File: src/rtl/tdp_pkg.sv
package tdp_pkg;

    // Width of the candidate and echoed value fields on the channels
    localparam int unsigned FIELD_WIDTH = 32;

    // Constants of the 6k +/- 1 trial division scheme
    localparam int unsigned LAST_SMALL_PRIME = 3;
    localparam int unsigned FIRST_DIVISOR    = 5;
    localparam int unsigned PAIR_OFFSET      = 2;
    localparam int unsigned DIVISOR_STEP     = 6;

    // Control from the sequencer to the shared divider
    typedef struct packed {
        logic start;
    } div_ctl_t;

    // Status from the shared divider back to the sequencer
    typedef struct packed {
        logic done;
    } div_sts_t;

endpackage

File: src/rtl/tdp_divider.sv
// Restoring divider: one quotient bit per cycle.
module tdp_divider import tdp_pkg::*; #(
    parameter int WIDTH = 32
) (
    input  logic             clk,
    input  logic             rst_n,
    input  div_ctl_t         ctl,
    input  logic [WIDTH-1:0] dividend,
    input  logic [WIDTH-1:0] divisor,
    output div_sts_t         sts,
    output logic [WIDTH-1:0] quotient,
    output logic [WIDTH-1:0] remainder
);

    localparam int CW = (WIDTH > 1) ? $clog2(WIDTH) : 1;

    logic             busy_reg;
    logic             done_reg;
    logic [CW-1:0]    cnt_reg;
    logic [WIDTH-1:0] rem_reg;
    logic [WIDTH-1:0] quo_reg;
    logic [WIDTH-1:0] dvs_reg;

    logic [WIDTH:0]   trial;
    logic [WIDTH:0]   diff;
    logic             fits;
    logic [WIDTH-1:0] rem_next;
    logic [WIDTH-1:0] quo_next;

    // Shift in the next dividend bit and try to subtract the divisor
    always_comb
    begin
        trial    = {rem_reg, quo_reg[WIDTH-1]};
        diff     = trial - {1'b0, dvs_reg};
        fits     = !diff[WIDTH];
        rem_next = fits ? diff[WIDTH-1:0] : trial[WIDTH-1:0];
        quo_next = {quo_reg[WIDTH-2:0], fits};
    end

    // Count the steps and pulse done after the last one
    always_ff @(posedge clk or negedge rst_n)
    begin
        if (!rst_n)
        begin
            busy_reg <= 1'b0;
            done_reg <= 1'b0;
            cnt_reg  <= '0;
        end
        else
        begin
            done_reg <= 1'b0;
            if (ctl.start)
            begin
                busy_reg <= 1'b1;
                cnt_reg  <= CW'(WIDTH - 1);
            end
            else if (busy_reg)
            begin
                if (cnt_reg == '0)
                begin
                    busy_reg <= 1'b0;
                    done_reg <= 1'b1;
                end
                else
                begin
                    cnt_reg <= cnt_reg - 1'b1;
                end
            end
        end
    end

    // Load operands on start, then advance one bit per cycle
    always_ff @(posedge clk)
    begin
        if (ctl.start)
        begin
            rem_reg <= '0;
            quo_reg <= dividend;
            dvs_reg <= divisor;
        end
        else if (busy_reg)
        begin
            rem_reg <= rem_next;
            quo_reg <= quo_next;
        end
    end

    assign sts.done  = done_reg;
    assign quotient  = quo_reg;
    assign remainder = rem_reg;

endmodule

File: config.mk
export PLATFORM = sky130hd
export DESIGN_NAME = tdp_divider
export DESIGN_NICKNAME = d
export VERILOG_FILES = /design/src/rtl/tdp_pkg.sv /design/src/rtl/tdp_divider.sv
export SDC_FILE = /design/constraint.sdc
export NUM_CORES = 1
export LEC_CHECK = 0
export BUFFER_PORTS_ARGS = -buffer_cell sky130_fd_sc_hd__buf_4
export CAP_MARGIN = 40
export CORE_UTILIZATION = 45
export CTS_CLUSTER_SIZE = 16
export DETAILED_ROUTE_END_ITERATION = 12
export GPL_TIMING_DRIVEN = 0
export PLACE_DENSITY = 0.68
export SYNTH_ARGS = -nofsm -noshare
export SYNTH_HDL_FRONTEND = slang
export SYNTH_SLANG_ARGS = --single-unit
File: constraint.sdc
create_clock -name clk -period 4 [get_ports clk]
set_input_delay 0.2 -clock clk [delete_from_list [all_inputs] [get_ports clk]]
set_output_delay 0.2 -clock clk [all_outputs]
set_load 0.02 [all_outputs]
==> results.md <==
* Status: finished clean
* Ys flop type: edfxtp_1
* Max layer used: met4
* Measured slew at the worst slew-check pin at 0.7869 ns
* Fillers at 1126
* Vias in the first global route at 5241
* Die H at 117.4 um
* Metal3 WL at 1090 um
* Pre-antenna DRT Iters at 5
* Cell area after layout at 0.007697 mm2
* Area of the core at 0.01282 mm2
* Leading cell type in the layout, fill and taps excluded: buf_4
* Worst Path Required at 4.28 ns
* Vias at 5253
* Post-synthesis sequential area ratio at 0.4568
* Drt drc at 0
* Port Buf Inserts at 131
* CTS tree: done
* Ys Warns at 0
* Syn nets at 709
* Max Fclk at 287.0 MHz
* Xor and xnor area share after synthesis at 0.03486
* Fin cells at 946
* Most frequent cells in the layout: buf_4 (134), nand2_1 (71), edfxtp_1 (64)
* Reg2Reg Setup Slack at between 0.5 and 0.6 ns
* Num rows at 41
* Period minus WS final at 3.484 ns
* Metal-1 WL at between 7000 and 8000 um
* Routed wl met2 at 8122 um
* Die Wd at 117.4 um
* Post-Synth Adder-Cell Area at 0.07432
* Slew HR at 0.4699
* Initial DRC Count at 232
* Total Nets Final at 871
* Clock Sinks at 103
* Final GP Congestion at 0.9103
* Largest net degree at the start of global routing at 35
* Final setup margin at 0.5163 ns
* Leakage power total at about 3.3 nW
* Gate Count Post-Synth at between 600 and 700
* Post-synth EDFFs at 64
* H-tree Lvls at 3
* Unique masters post-synth at 62
* Pwr/cell area at around 340 mW/mm2
* Starting Density at 0.4673
* Via-to-Cell Ratio at 5.553
* First-pass GRT wire length at 26230 um
* GR Overflow Total at 0
* Average size of a mapped cell at 9.874 um2
* CTS Buf Count at 9
* Detailed Place HPWL at 11950 um
* Crit path launch type: flop
* Max-slew violations at 0
* Post-Route Setup TNS at 0 ns
* Place WS at 0.5802 ns
* Ant diodes at 0
* Simple-Gate Fraction of Synth Area at 0.1532
* Multiplexer share of the synthesized area at 0.06159
* Final setup viols at 0
* Placed Area at 0.007192 mm2
* Total power at 2.604 mW
* Synth Area in Compound Gates at 0.1704
* Largest family of logic cells by synthesized area: compound AO/OA/AOI/OAI gates
* Synth-to-layout area growth at 28.43%
* Worst IR drop on VDD at ~290 uV
* Share of cells above drive strength 1 at 0.2494
* Unrepaired setup endpoints after global routing: false
* Antenna viol nets, final at 0
* Worst setup path class: flop to flop
* Post-synth design cell area at approximately 0.0060 mm2
* Max-cap violation count at 0
* FF+latch count, synth at a little over 100
* IO Pins at 132
* Fin. Hold Viols at 0
* Final wirelength at roughly 16000 um
* Initial antenna violation count at 0
* Worst skew pair latency at 0.37 ns
* Clock Skew at 0.01362 ns
* Placed cells at 910
* Clk pin slew, worst setup/hold paths at 0.08 ns
* Max FO, Critical Path at 10
* Die ar. at 0.01378 mm2
* CP Data Arrival Time at approximately 3.8 ns
* Root Buffer: clkbuf_16
* Gr usage total at 0.2420
* Post-CTS Resized at 0
* Hold Path Class: primary input to flop
* Average routed wire per standard cell at 17.41 um
* Async S/R FF share, synth at 0.06796
* Fin crit share at 0.8709
* Crit path capture type: flop
* CTS Buffer Depth at 2
[critical path, stage by stage, from the launching register on]
cell      delay [ns]
edfxtp_1        0.41
inv_1           0.07
ha_1            0.23
fa_1            0.38
nand2b_1        0.20
a21o_1          0.22
a311o_1         0.37
a21oi_2         0.22
o31ai_4         0.12
xnor2_2         0.41
buf_2           0.35
nand2_1         0.14
a311oi_1        0.27
[final timing paths]
path,startpoint,endpoint,cells past startpoint
min in group asynchronous,rst_n,cnt_reg[2],2
max reg2reg,quotient[31],remainder[27],12
max,quotient[31],remainder[27],12
min reg2reg,remainder[23],remainder[24],2
max in group asynchronous,rst_n,sts,2
min,divisor[8],dvs_reg[8],1
[through the flow]
| stage | utilization | hold slack [ns] |
|---|---|---|
| final | 0.6002 | 0.008187 |
| after detailed placement | 0.5608 | 0.01691 |
| after global placement | 0.5608 | 0.01420 |
| after floorplan | - | -0.09559 |
| after CTS | 0.5979 | 0.0004133 |
| after global routing | 0.6002 | 0.0001052 |
[power by group]
group | switching [mW] | total [mW] | internal, mW | leakage, nW
registers | 0.0351 | 1.24 | 1.20 | 0.982
clock network | 0.444 | 0.941 | 0.497 | 0.143
logic | 0.222 | 0.425 | 0.203 | 2.17
[routing by layer]
metal  vias to the layer above  global-route usage
met5                         -                   0
li1                       2554                   -
met2                       158              0.4164
met1                      2528              0.2991
met3                        13             0.06615
met4                         0             0.05763
[timing repair]
action / CTS / global route
buffers inserted: 0 / 0
setup endpoints to repair: 0 / 0
hold buffers: 17 / 3
hold endpoints to repair: 23 / 3
[cell type report]
cell class / instances / area [um2] / share of cell area
clock inverter: 6 / 76.32 / 0.009915
multi-input combinational: 430 / 2963 / 0.3849
buffer: 26 / 112.6 / 0.01463
clock buffer: 10 / 229.0 / 0.02975
tap: 172 / 215.2 / 0.02796
timing repair buffer: 151 / 1184 / 0.1538
inverter: 48 / 180.2 / 0.02341
sequential: 103 / 2738 / 0.3557
[cells by family (layout without fill, tap and decap cells)]
| group | count (synthesis) | in the layout |
|---|---|---|
| compound gates | 145 | 145 |
| xor+xnor | 23 | 23 |
| fa+ha+maj | 35 | 35 |
| buf+inv | 74 | 241 |
| flops | 103 | 103 |
| mux | 33 | 33 |
| simple gates | 194 | 194 |
[cells in the mapped netlist (all sizes together) (3+ instances only)]
master,count,share of area
a211oi,6,0.0075
nand3,17,0.014
nor3b,3,0.0038
xor2,9,0.013
nand4,3,0.0031
o22ai,3,0.0031
ha,34,0.071
nand2b,11,0.011
o21ai,27,0.023
nor2,49,0.031
a21o,10,0.013
dfrtp,7,0.029
o31ai,3,0.0061
and4,5,0.0073
and2,4,0.0042
xnor2,14,0.022
inv,48,0.030
a31oi,12,0.013
edfxtp,64,0.32
a21oi,31,0.027
nor3,8,0.0067
a311oi,23,0.034
o211ai,7,0.0088
or3,5,0.0052
dfxtp,32,0.11
and3,5,0.0052
buf,6,0.0063
clkbuf,20,0.013
nand2,71,0.044
mux2,31,0.058
(Power assumes the default switching activity.)
